==> src/rtl/eprm_pkg.sv <==
// ----------------------------------------------------------------------------
// eprm_pkg
// Shared types and constants of the packet rate meter: field widths, register
// codes and reset values, sequencer states and the divider status bundle.
// ----------------------------------------------------------------------------
package eprm_pkg;

  // Field widths fixed by the stream format.
  localparam int LEN_W      = 19;
  localparam int TPS_W      = 32;
  localparam int ALPHA_W    = 17;
  localparam int ALPHA_FRAC = 16;
  localparam int RATE_W     = 48;
  localparam int PEND_P_W   = 32;
  localparam int CFG_IDX_W  = 1;
  localparam int CFG_DATA_W = 32;

  // Defaults for the top-level parameters.
  localparam int DEF_TIME_WIDTH = 48;
  localparam int DEF_RATE_FRAC  = 16;

  // Register reset values and the alpha value that means 1.0.
  localparam logic [ALPHA_W-1:0] ALPHA_ONE   = 17'h10000;
  localparam logic [ALPHA_W-1:0] ALPHA_RESET = 17'd6554;
  localparam logic [TPS_W-1:0]   TPS_RESET   = 32'd1000000;

  // Configuration register indexes.
  typedef enum logic [CFG_IDX_W-1:0] {
    CFG_SMOOTHING = 1'b0,
    CFG_TPS       = 1'b1
  } eprm_cfg_idx_t;

  // Sequencer states.
  typedef enum logic [3:0] {
    ST_IDLE,
    ST_CHECK,
    ST_DIV_P,
    ST_DIV_D,
    ST_EMA0,
    ST_EMA1,
    ST_EMA2,
    ST_EMA3,
    ST_EMA4,
    ST_DONE
  } eprm_state_t;

  // Divider status toward the sequencer.
  typedef struct packed {
    logic busy;
    logic done;
  } eprm_div_sts_t;

endpackage

==> src/rtl/eprm_div.sv <==
// ----------------------------------------------------------------------------
// eprm_div
// Radix-2 restoring divider, one quotient bit per cycle. The quotient
// saturates to the rate width.
// ----------------------------------------------------------------------------
module eprm_div #(
  parameter int NUM_W = 51,
  parameter int DEN_W = 48
) (
  input  logic                      clk,
  input  logic                      rst_n,
  input  logic                      start,
  input  logic [NUM_W-1:0]          num,
  input  logic [DEN_W-1:0]          den,
  output eprm_pkg::eprm_div_sts_t   sts,
  output logic [eprm_pkg::RATE_W-1:0] quot
);
  import eprm_pkg::*;

  localparam int CNT_W = $clog2(NUM_W + 1);

  logic [CNT_W-1:0] cnt_r;
  logic             done_r;
  logic [NUM_W-1:0] dq_r;
  logic [DEN_W-1:0] rem_r;
  logic [DEN_W-1:0] den_r;
  logic [DEN_W:0]   trial;
  logic [DEN_W:0]   diff;
  logic             ge;

  // Shift in the next dividend bit and try the subtraction.
  assign trial = {rem_r, dq_r[NUM_W-1]};
  assign diff  = trial - {1'b0, den_r};
  assign ge    = (trial >= {1'b0, den_r});

  // Step counter and completion flag.
  always_ff @(posedge clk) begin
    if (!rst_n) begin
      cnt_r  <= '0;
      done_r <= 1'b0;
    end else begin
      done_r <= !start && (cnt_r == CNT_W'(1));
      if (start) begin
        cnt_r <= CNT_W'(NUM_W);
      end else if (cnt_r != '0) begin
        cnt_r <= cnt_r - CNT_W'(1);
      end
    end
  end

  // Partial remainder and the dividend register that collects quotient bits.
  always_ff @(posedge clk) begin
    if (start) begin
      dq_r  <= num;
      rem_r <= '0;
      den_r <= den;
    end else if (cnt_r != '0) begin
      rem_r <= ge ? diff[DEN_W-1:0] : trial[DEN_W-1:0];
      dq_r  <= {dq_r[NUM_W-2:0], ge};
    end
  end

  assign sts.busy = (cnt_r != '0);
  assign sts.done = done_r;
  assign quot     = (|dq_r[NUM_W-1:RATE_W]) ? {RATE_W{1'b1}} : dq_r[RATE_W-1:0];

endmodule

==> config.mk <==
export PLATFORM = sky130hd
export DESIGN_NAME = eprm_div
export DESIGN_NICKNAME = d
export VERILOG_FILES = /design/src/rtl/eprm_pkg.sv /design/src/rtl/eprm_div.sv
export SDC_FILE = /design/constraint.sdc
export NUM_CORES = 1
export LEC_CHECK = 0
export ABC_AREA = 0
export BUFFER_PORTS_ARGS = -buffer_cell sky130_fd_sc_hd__clkbuf_2
export CAP_MARGIN = 20
export CORE_ASPECT_RATIO = 1.4
export CORE_UTILIZATION = 35
export CTS_BUF_LIST = sky130_fd_sc_hd__clkbuf_4 sky130_fd_sc_hd__clkbuf_8 sky130_fd_sc_hd__clkbuf_16
export CTS_CLUSTER_DIAMETER = 40
export DETAILED_ROUTE_END_ITERATION = 8
export GPL_TIMING_DRIVEN = 0
export PLACE_DENSITY = 0.62
export SLEW_MARGIN = 10
export SYNTH_ARGS = -nofsm -noshare
export SYNTH_HDL_FRONTEND = slang
export SYNTH_SLANG_ARGS = --single-unit
export TNS_END_PERCENT = 30
==> constraint.sdc <==
create_clock -name clk -period 8.8 [get_ports clk]
set_input_delay 0.88 -clock clk [delete_from_list [all_inputs] [get_ports clk]]
set_output_delay 0.88 -clock clk [all_outputs]
set_load 0.05 [all_outputs]
==> results of run 1 <==
## worst max-delay path by stage
| stage | end | cells after the start |
|---|---|---|
| floorplan | rem_r[42] | 13 |
| global placement | dq_r[20] | 4 |
| detailed placement | rem_r[9] | 5 |
| CTS | sts[1] | 8 |
| global route | sts[1] | 8 |
| finish | sts[1] | 8 |
## state kept, by name, summed over array words and instances (netlist names)
| signal | count |
|---|---|
| den_r | 48 |
| done_r | 1 |
| dq_r | 51 |
| cnt_r | 6 |
| rem_r | 48 |
## power by group through the flow
stage	combinational [uW]	sequential [uW]	clock, uW
after floorplan	1340	1040	0
after global placement	1750	1080	0
after detailed placement	1770	1080	0
after CTS	1780	1070	738
after global routing	1980	1090	764
final	1790	1070	721
## layer usage
metal / track usage / vias to the layer above / wire length [um]
li1: - / 3878 / -
met3: 0.04904 / 59 / 1513
met1: 0.2124 / 3680 / 10380
met5: 0 / - / 0
met4: 0.1034 / 0 / 998
met2: 0.3581 / 224 / 13380
## cells by family (layout without fill, tap and decap cells)
group | count (synthesis) | after routing
muxes | 55 | 55
DFF | 154 | 154
buffers and inverters | 117 | 301
xor gates and xnor gates | 45 | 45
adders and majority gates | 52 | 52
and+or+nand+nor | 309 | 309
AOI/OAI and AO/OA | 244 | 244
## placed cells by master, fill, tap and decap left out, types with 5 or more instances in the layout
| cell type | instances |
|---|---|
| buf_2 | 6 |
| nand4_1 | 11 |
| nor3_1 | 33 |
| o211a_1 | 5 |
| a21o_1 | 22 |
| ha_1 | 51 |
| clkbuf_2 | 150 |
| nor2_1 | 87 |
| a211oi_1 | 37 |
| o21bai_1 | 7 |
| clkbuf_1 | 47 |
| nand2b_1 | 53 |
| inv_1 | 57 |
| mux2_2 | 51 |
| o21ai_0 | 48 |
| clkbuf_16 | 17 |
| dfxtp_1 | 55 |
| a21oi_1 | 65 |
| xor2_1 | 19 |
| buf_4 | 5 |
| nor4_1 | 5 |
| o31ai_1 | 5 |
| nand3_1 | 13 |
| and3_1 | 17 |
| a31oi_1 | 6 |
| nand2_1 | 61 |
| xnor2_1 | 26 |
| nor2b_1 | 8 |
| edfxtp_1 | 99 |
## per-stage QoR
stage / setup WS, ns / hold slack [ns] / utilization / std cells / power (uW)
3_3_place_gp: 4.243 / 0.4993 / 0.4022 / 1451 / 2828
4_1_cts: 4.955 / 0.5093 / 0.4247 / 1484 / 3583
5_1_grt: 4.833 / 0.5387 / 0.4247 / 1484 / 3831
3_5_place_dp: 5.161 / 0.4940 / 0.4030 / 1452 / 2849
6_report: 4.935 / 0.5042 / 0.4247 / 1484 / 3581
2_1_floorplan: 5.872 / 0.4725 / - / 976 / 2386
## worst min-delay path: stages (launching register included)
cell      delay, ns
dfxtp_1        0.33
nand2_1        0.06
a311oi_1       0.07
## final cells by class
cell class	instances	area, um2	share of cell area
buffer	59	247.7	0.02227
tap	324	405.4	0.03645
clock inverter	12	107.6	0.009675
clock buffer	20	460.4	0.04140
sequential	154	4074	0.3663
timing repair buffer	152	778.2	0.06997
multi-input combinational	705	4831	0.4344
inverter	58	217.7	0.01957
==> results by group, run 1 <==
Status
  • Status: finished, final reports clean

Pwr
  • Clock power share: 0.201
  • Part of the power in registers: 0.298
  • Gate power share: 0.500
  • P_leak: 0.004751 uW
  • P_sw: 1561 uW
  • Pwr Density: 322.0 nW/um2
  • Switch share: 0.4359
  • Internal power component: 2020 uW
  • VDD IR max: 0.2252 mV

Timing
  • Clock Skew: 0.01294 ns
  • # setup viols final: 0
  • Unrepaired setup endpoints after global routing: false
  • Slew Limit Fails: 0
  • Slew headroom: 0.4237
  • Fmax: 258.7 MHz
  • Fin. Hold Viols: 0
  • Final period util: 0.4392
  • Worst Max-Slew Pin Slew: 0.8645 ns
  • Shortest period the worst path allows: 3.865 ns
  • Final setup TNS: 0 ns

Logic synthesis
  • Largest family of logic cells by synthesized area: compound AO/OA/AOI/OAI gates
  • Post-Syn Nets: 1130
  • Synth top cells by count: 99 x edfxtp_1, 87 x nor2_1, 65 x a21oi_1, 61 x nand2_1, 58 x inv_1
  • Dominant synthesized flop cell: edfxtp_1
  • Synth Area in Simple Gates: 0.1645
  • Top post-synthesis cells by area: edfxtp_1 32%, dfxtp_1 12%, ha_1 6.8%
  • XOR/XNOR share of the synthesized area: 0.04206
  • Mean area per synthesized cell: 9.601 um2
  • Yosys top cell by area: edfxtp_1
  • Seq cells post-synth: 154
  • Mapped Cells: 976
  • Distinct cell type count of the synthesized netlist: 66
  • Post-synth EDFFs: 99
  • Post-synthesis compound-gate area fraction: 0.1732
  • Mux cell area share after synthesis: 0.06556
  • Sequential share of the synthesized area: 0.4348
  • Post-synth ARST share: 0
  • Post-Syn Area: 9370 um2
  • Count leader, synth: edfxtp_1
  • YS warnings: 0
  • Synth Area in Adders: 0.07024
  • Synth top area share: 0.3173

Min path
  • End of the worst hold path: rem_r[38]
  • HP Class: register to register
  • Hold_sp: rem_r[37]
  • Hold path depth: 2

Critical path
  • Worst Setup End Kind: output pin
  • Max incr delay on CP: 0.63 ns
  • Crit path buf inv count: 6
  • CP Cell Sequence: inv_1 -> ha_1 -> and2_1 -> clkbuf_1 -> inv_1 -> clkbuf_1 -> clkbuf_1 -> clkbuf_2
  • Worst-path maximum fanout: 10
  • RR Endpoint: rem_r[42]
  • WS Path Type: register to output pin
  • Reg2reg start: dq_r[50]
  • Master of the slowest instance on the critical path: clkbuf_1
  • Critical Path RT: 7.92 ns
  • Startpoint types: register
  • Reg2Reg Depth: 13
  • CP delay by family, top: buffers and inverters
  • Most Frequent Cell on Critical Path: clkbuf_1
  • R2r setup slk: 5.21 ns
  • CP Launch Point: cnt_r[0]
  • Crit path DAT: 2.99 ns

Floorplan
  • Die Y: 195.6 um
  • Core Box Area: 26190 um2
  • Die W: 140.3 um
  • Area of the die: 27440 um2
  • Starting Density: 0.3578
  • Ports: 152
  • FP Rows: 70

Global routing
  • Initial antenna violation count: 0
  • GRT Total Usage: 0.1985
  • Number of global-route vias before repair: 8159
  • First-pass GRT wire length: 41740 um
  • Global route total overflow: 0
  • Largest net degree at the start of global routing: 50

Layout
  • Share of cells above drive strength 1: 0.2224
  • Nets: 1301
  • Number of diodes: 0
  • Finished Cell Area: 11120 um2
  • Synth-to-Final Area Change: 18.69%
  • Fill count: 2560

Place
  • HPWL after detailed placement: 19470 um
  • Port Buffer Count: 151
  • Final GP Congestion: 0.9382
  • DP Area: 10550 um2

Detailed routing
  • Drt via density: 5.284
  • Initial DRT Pass Iterations: 5
  • Routed wire length: 26270 um
  • Antenna viol nets, final: 0
  • DR iter-0 viols: 428
  • DR DRC count: 0
  • DR WL/cell: 17.70 um
  • Vias: 7841

CTS
  • Post-CTS Resized: 0
  • Clk sinks: 154
  • CTS Hold Buffers Added: 0
  • Skew-Pair Late Insertion Delay: 0.45 ns
  • Max clock buf depth: 2
  • Postcts setup bufs: 0
  • Reg clk slew, reported paths: 0.07 ns
  • TritonCTS buffer count: 17
  • TritonCTS clock tree: built
  • Root Driver: clkbuf_16
  • CTS H-tree depth: 4

Job
  • Max-cap viol count: 0
No activity file was read; power rests on OpenSTA's default activity.
==> run 2: changes to the inputs <==
==> constraint.sdc (replaced) <==
create_clock -name clk -period 3.6 [get_ports clk]
set_input_delay 0.36 -clock clk [delete_from_list [all_inputs] [get_ports clk]]
set_output_delay 0.36 -clock clk [all_outputs]
set_load 0.05 [all_outputs]
==> results by group, run 2 (synthesized netlist as in run 1, its figures left out) <==
Detailed routing
  • Vias: 7847
  • DR DRC count: 0
  • Routed wire length: 26260 um
  • DR WL/cell: 17.75 um
  • Initial DRT Pass Iterations: 5
  • Antenna viol nets, final: 0
  • Drt via density: 5.302
  • DR iter-0 viols: 408

Layout
  • Most common cell after layout, fill and taps aside: clkbuf_2
  • Commonest non-fill, non-tap cells in the layout: 150 x clkbuf_2, 99 x edfxtp_1, 87 x nor2_1, 65 x a21oi_1, 61 x nand2_1
  • Finished Cell Area: 11160 um2
  • Sequential cell area: 4074 um2
  • Largest registers: dq_r x51, den_r x48, rem_r x48
  • Nets: 1297
  • Register with the most flip-flops: dq_r
  • Fill count: 2566
  • Number of diodes: 0
  • Synth-to-Final Area Change: 19.08%
  • Multi-input gate area: 4871 um2
  • Share of cells above drive strength 1: 0.2275
  • Largest register FFs: 51

Global routing
  • Number of global-route vias before repair: 8159
  • Global route total overflow: 0
  • GRT Total Usage: 0.1985
  • First-pass GRT wire length: 41740 um
  • Largest net degree at the start of global routing: 50
  • Initial antenna violation count: 0

Critical path
  • Reg2reg start: dq_r[50]
  • Worst Setup End Kind: register
  • Critical Path RT: 3.96 ns
  • Worst-path maximum fanout: 5
  • RR Endpoint: rem_r[44]
  • R2r setup slk: 0.21 ns
  • WS Path Type: register to register
  • Crit path DAT: 3.75 ns
  • Startpoint types: register
  • Reg2Reg Depth: 13

Timing
  • Slew headroom: 0.3926
  • Worst Max-Slew Pin Slew: 0.9111 ns
  • Shortest period the worst path allows: 3.392 ns
  • Clock Skew: 0.01299 ns
  • Final period util: 0.9423
  • # setup viols final: 0
  • Fin. Hold Viols: 0
  • Fmax: 294.8 MHz
  • Setup ws final: 0.2078 ns
  • Slew Limit Fails: 0
  • Unrepaired setup endpoints after global routing: false
  • Worst hold slack: 0.08359 ns

Pwr
  • Pwr Total: 8816 uW
  • Part of the power in registers: 0.296
  • Switch share: 0.4350
  • Clock power share: 0.200
  • Internal power component: 4981 uW
  • P_sw: 3835 uW
  • VDD IR max: 0.5758 mV
  • P_leak: 0.004751 uW
  • Gate power share: 0.503
  • Pwr Density: 790.1 nW/um2

Floorplan
  • Area of the die: 27440 um2
  • Die Y: 195.6 um
  • FP Rows: 70
  • Starting Density: 0.3578
  • Ports: 152
  • Core Box Area: 26190 um2
  • Die W: 140.3 um

Job
  • Max-cap viol count: 0

CTS
  • CTS Hold Buffers Added: 0
  • Reg clk slew, reported paths: 0.07 ns
  • Clk sinks: 154
  • Root Driver: clkbuf_16
  • Max clock buf depth: 2
  • TritonCTS clock tree: built
  • Postcts setup bufs: 0
  • CTS H-tree depth: 4
  • Skew-Pair Late Insertion Delay: 0.45 ns
  • TritonCTS buffer count: 17
  • Post-CTS Resized: 0

Min path
  • HP Class: primary input to register
  • Hold_sp: den[46]
  • Hold path depth: 1
  • End of the worst hold path: den_r[46]

Status
  • Status: finished, final reports clean

Place
  • Final GP Congestion: 0.9382
  • HPWL after detailed placement: 19470 um
  • DP Worst Slack: 0.1204 ns
  • DP Area: 10550 um2
  • Port Buffer Count: 151
## run 2: worst max-delay path by stage
stage / from / end / cells past startpoint
CTS: dq_r[50] / rem_r[42] / 13
global route: den_r[36] / rem_r[42] / 13
global placement: start / dq_r[20] / 4
floorplan: den_r[1] / rem_r[42] / 13
detailed placement: dq_r[50] / rem_r[42] / 13
finish: dq_r[50] / rem_r[44] / 13
## run 2: worst max-delay path: stages, from the launching register on
cell,delay [ns]
edfxtp_1,0.40
inv_1,0.06
ha_1,0.22
fa_1,0.39
nor2b_1,0.20
o21ai_0,0.16
nand2_1,0.25
a311oi_2,0.19
o31a_1,0.33
o21ai_0,0.32
a21o_1,0.28
a31oi_1,0.14
xor2_1,0.17
o21ai_0,0.19
## run 2: per-layer routing
metal | wire length (um) | track usage | share of wire
met3 | 1565 | 0.04904 | 0.060
met2 | 13420 | 0.3581 | 0.51
met5 | 0 | 0 | 0
met1 | 10280 | 0.2124 | 0.39
met4 | 1004 | 0.1034 | 0.038
## run 2: power groups by stage
stage | Combinational (uW) | Sequential [uW] | Clock, uW
detailed placement | 4320 | 2640 | 0
floorplan | 3280 | 2550 | 0
global route | 4890 | 2670 | 1870
CTS | 4340 | 2610 | 1800
finish | 4440 | 2610 | 1770
global placement | 4280 | 2640 | 0
## run 2: final cells by class
| class | count | area share |
|---|---|---|
| multi-input combinational | 705 | 0.4365 |
| sequential | 154 | 0.3651 |
| timing repair buffer | 152 | 0.06975 |
| clock buffer | 20 | 0.04126 |
| tap | 324 | 0.03633 |
| buffer | 55 | 0.02187 |
| inverter | 58 | 0.01951 |
| clock inverter | 12 | 0.009643 |
## run 2: through the flow
step / util / TNS, ns / cells
5_1_grt: 0.4261 / 0 / 1480
3_3_place_gp: 0.4022 / -22.16 / 1451
4_1_cts: 0.4247 / 0 / 1484
3_5_place_dp: 0.4030 / 0 / 1452
2_1_floorplan: - / 0 / 976
6_report: 0.4261 / 0 / 1480
==> run 3: changes to the inputs <==
--- a/config.mk
+++ b/config.mk
@@ -10,8 +10,7 @@
 export CAP_MARGIN = 20
 export CORE_ASPECT_RATIO = 1.4
 export CORE_UTILIZATION = 35
-export CTS_BUF_LIST = sky130_fd_sc_hd__clkbuf_4 sky130_fd_sc_hd__clkbuf_8 sky130_fd_sc_hd__clkbuf_16
-export CTS_CLUSTER_DIAMETER = 40
+export CTS_BUF_LIST = sky130_fd_sc_hd__clkbuf_4
 export DETAILED_ROUTE_END_ITERATION = 8
 export GPL_TIMING_DRIVEN = 0
 export PLACE_DENSITY = 0.62
@@ -19,4 +18,4 @@
 export SYNTH_ARGS = -nofsm -noshare
 export SYNTH_HDL_FRONTEND = slang
 export SYNTH_SLANG_ARGS = --single-unit
-export TNS_END_PERCENT = 30
+export TNS_END_PERCENT = 100
==> results by group, run 3 (synthesized netlist as in run 1, its figures left out) <==
CTS
  • Reg clk slew, reported paths: 0.15 ns
  • Skew-Pair Late Insertion Delay: 0.62 ns
  • Root Driver: clkbuf_4
  • Clk sinks: 154
  • Max clock buf depth: 2
  • TritonCTS clock tree: built
  • CTS H-tree depth: 4
  • TritonCTS buffer count: 17
  • Postcts setup bufs: 0

Timing
  • # setup viols final: 0
  • Unrepaired setup endpoints after global routing: true
  • Fin. Hold Viols: 0
  • Slew headroom: 0.4012
  • Fmax: 294.5 MHz
  • Setup ws final: 0.2039 ns
  • Clock Skew: 0.04045 ns
  • Slew Limit Fails: 0
  • Final period util: 0.9434
  • Worst Max-Slew Pin Slew: 0.8982 ns
  • Shortest period the worst path allows: 3.396 ns

Global routing
  • Largest net degree at the start of global routing: 50
  • Global route total overflow: 0
  • GRT Total Usage: 0.2014
  • Initial antenna violation count: 1
  • First-pass GRT wire length: 42660 um
  • Number of global-route vias before repair: 8356

Place
  • DP Area: 10550 um2
  • DP Worst Slack: 0.1204 ns
  • Port Buffer Count: 151
  • HPWL after detailed placement: 19470 um
  • Final GP Congestion: 0.9382

Layout
  • Commonest non-fill, non-tap cells in the layout: 151 x clkbuf_2, 99 x edfxtp_1, 91 x dlygate4sd3_1, 87 x nor2_1, 65 x a21oi_1
  • Nets: 1390
  • Register with the most flip-flops: dq_r
  • Share of cells above drive strength 1: 0.2106
  • Finished Cell Area: 11760 um2
  • Largest registers: dq_r x51, den_r x48, rem_r x48
  • Largest register FFs: 51
  • Most common cell after layout, fill and taps aside: clkbuf_2
  • Synth-to-Final Area Change: 25.54%

Floorplan
  • Starting Density: 0.3578
  • Die W: 140.3 um
  • Core Box Area: 26190 um2
  • Area of the die: 27440 um2
  • Ports: 152
  • FP Rows: 70
  • Die Y: 195.6 um

Critical path
  • Master of the slowest instance on the critical path: edfxtp_1
  • CP delay by family, top: compound AO/OA/AOI/OAI gates
  • R2r setup slk: 0.20 ns
  • Most Frequent Cell on Critical Path: o21ai_0
  • Worst Setup End Kind: register
  • WS Path Type: register to register
  • Startpoint types: register
  • CP Cell Sequence: inv_1 -> ha_1 -> fa_1 -> nor2b_1 -> o21ai_0 -> nand2_1 -> a311oi_2 -> o31a_1 -> o21ai_0 -> a21o_1 -> a31oi_1 -> xor2_1 -> o21ai_0
  • Crit path DAT: 3.94 ns
  • Reg2reg start: dq_r[50]
  • Crit path buf inv count: 1
  • Max incr delay on CP: 0.42 ns
  • Critical Path RT: 4.14 ns
  • RR Endpoint: rem_r[44]
  • Worst-path maximum fanout: 5
  • Reg2Reg Depth: 13

Detailed routing
  • Routed wire length: 26780 um
  • Drt via density: 5.214
  • Initial DRT Pass Iterations: 5
  • Antenna viol nets, final: 0
  • Vias: 8207
  • DR DRC count: 0
  • DR WL/cell: 17.01 um
  • DR iter-0 viols: 420

Min path
  • Hold_sp: num[23]
  • HP Class: primary input to register
  • Hold path depth: 2
  • End of the worst hold path: dq_r[23]

Status
  • Status: finished, final reports clean

Job
  • Max-cap viol count: 0

Pwr
  • Pwr Density: 692.1 nW/um2
  • VDD IR max: 0.3377 mV
  • P_leak: 0.004992 uW
==> run 3: area by class of cell <==
type,instances,area [um2]
fillers,2527,14420
multi-input cells,705,4872
flip-flops and latches,154,4074
repair buffers,243,1689
well taps,324,405.4
plain buffers,57,252.7
inverters,58,217.7
clock buffers,18,135.1
clock inverters,14,115.1
diodes,1,2.502
==> run 3: how the worst max path moves through the flow <==
stage | slack [ns] | end | startpoint | cells past startpoint
4_1_cts | 0.04 | rem_r[42] | dq_r[50] | 13
6_report | 0.20 | rem_r[44] | dq_r[50] | 13
3_3_place_gp | -0.44 | dq_r[20] | start | 4
2_1_floorplan | 0.67 | rem_r[42] | den_r[1] | 13
5_1_grt | 0.004 | rem_r[25] | den_r[11] | 14
3_5_place_dp | 0.12 | rem_r[42] | dq_r[50] | 13
==> run 3: per-layer routing <==
| metal | GRT usage | up-vias | part of all wire |
|---|---|---|---|
| met5 | 0 | - | 0 |
| met4 | 0.09809 | 0 | 0.037 |
| met3 | 0.03923 | 64 | 0.047 |
| met2 | 0.3683 | 231 | 0.52 |
| met1 | 0.2206 | 3856 | 0.40 |
| li1 | - | 4056 | - |
==> run 3: where the power goes <==
| group | internal [uW] | switching [uW] |
|---|---|---|
| Clock | 296 | 724 |
| Sequential | 2320 | 291 |
| Combinational | 1780 | 2740 |
==> run 3: what timing repair did <==
item,4_1_cts,5_1_grt
endpoints found under the setup margin,0,36
gates resized for setup,0,16
endpoints found under the hold margin,92,1
hold buffers,90,1
==> run 3: through the flow <==
| step | utilization | hold slack, ns | setup TNS [ns] | cells | power, uW |
|---|---|---|---|---|---|
| global placement | 0.4022 | 0.4993 | -22.16 | 1451 | 6913 |
| CTS | 0.4470 | 0.001044 | 0 | 1574 | 8084 |
| global route | 0.4492 | 0.01789 | 0 | 1574 | 8757 |
| finish | 0.4492 | 0.05174 | 0 | 1574 | 8141 |
| floorplan | - | 0.4589 | 0 | 976 | 5832 |
| detailed placement | 0.4030 | 0.4940 | 0 | 1452 | 6964 |
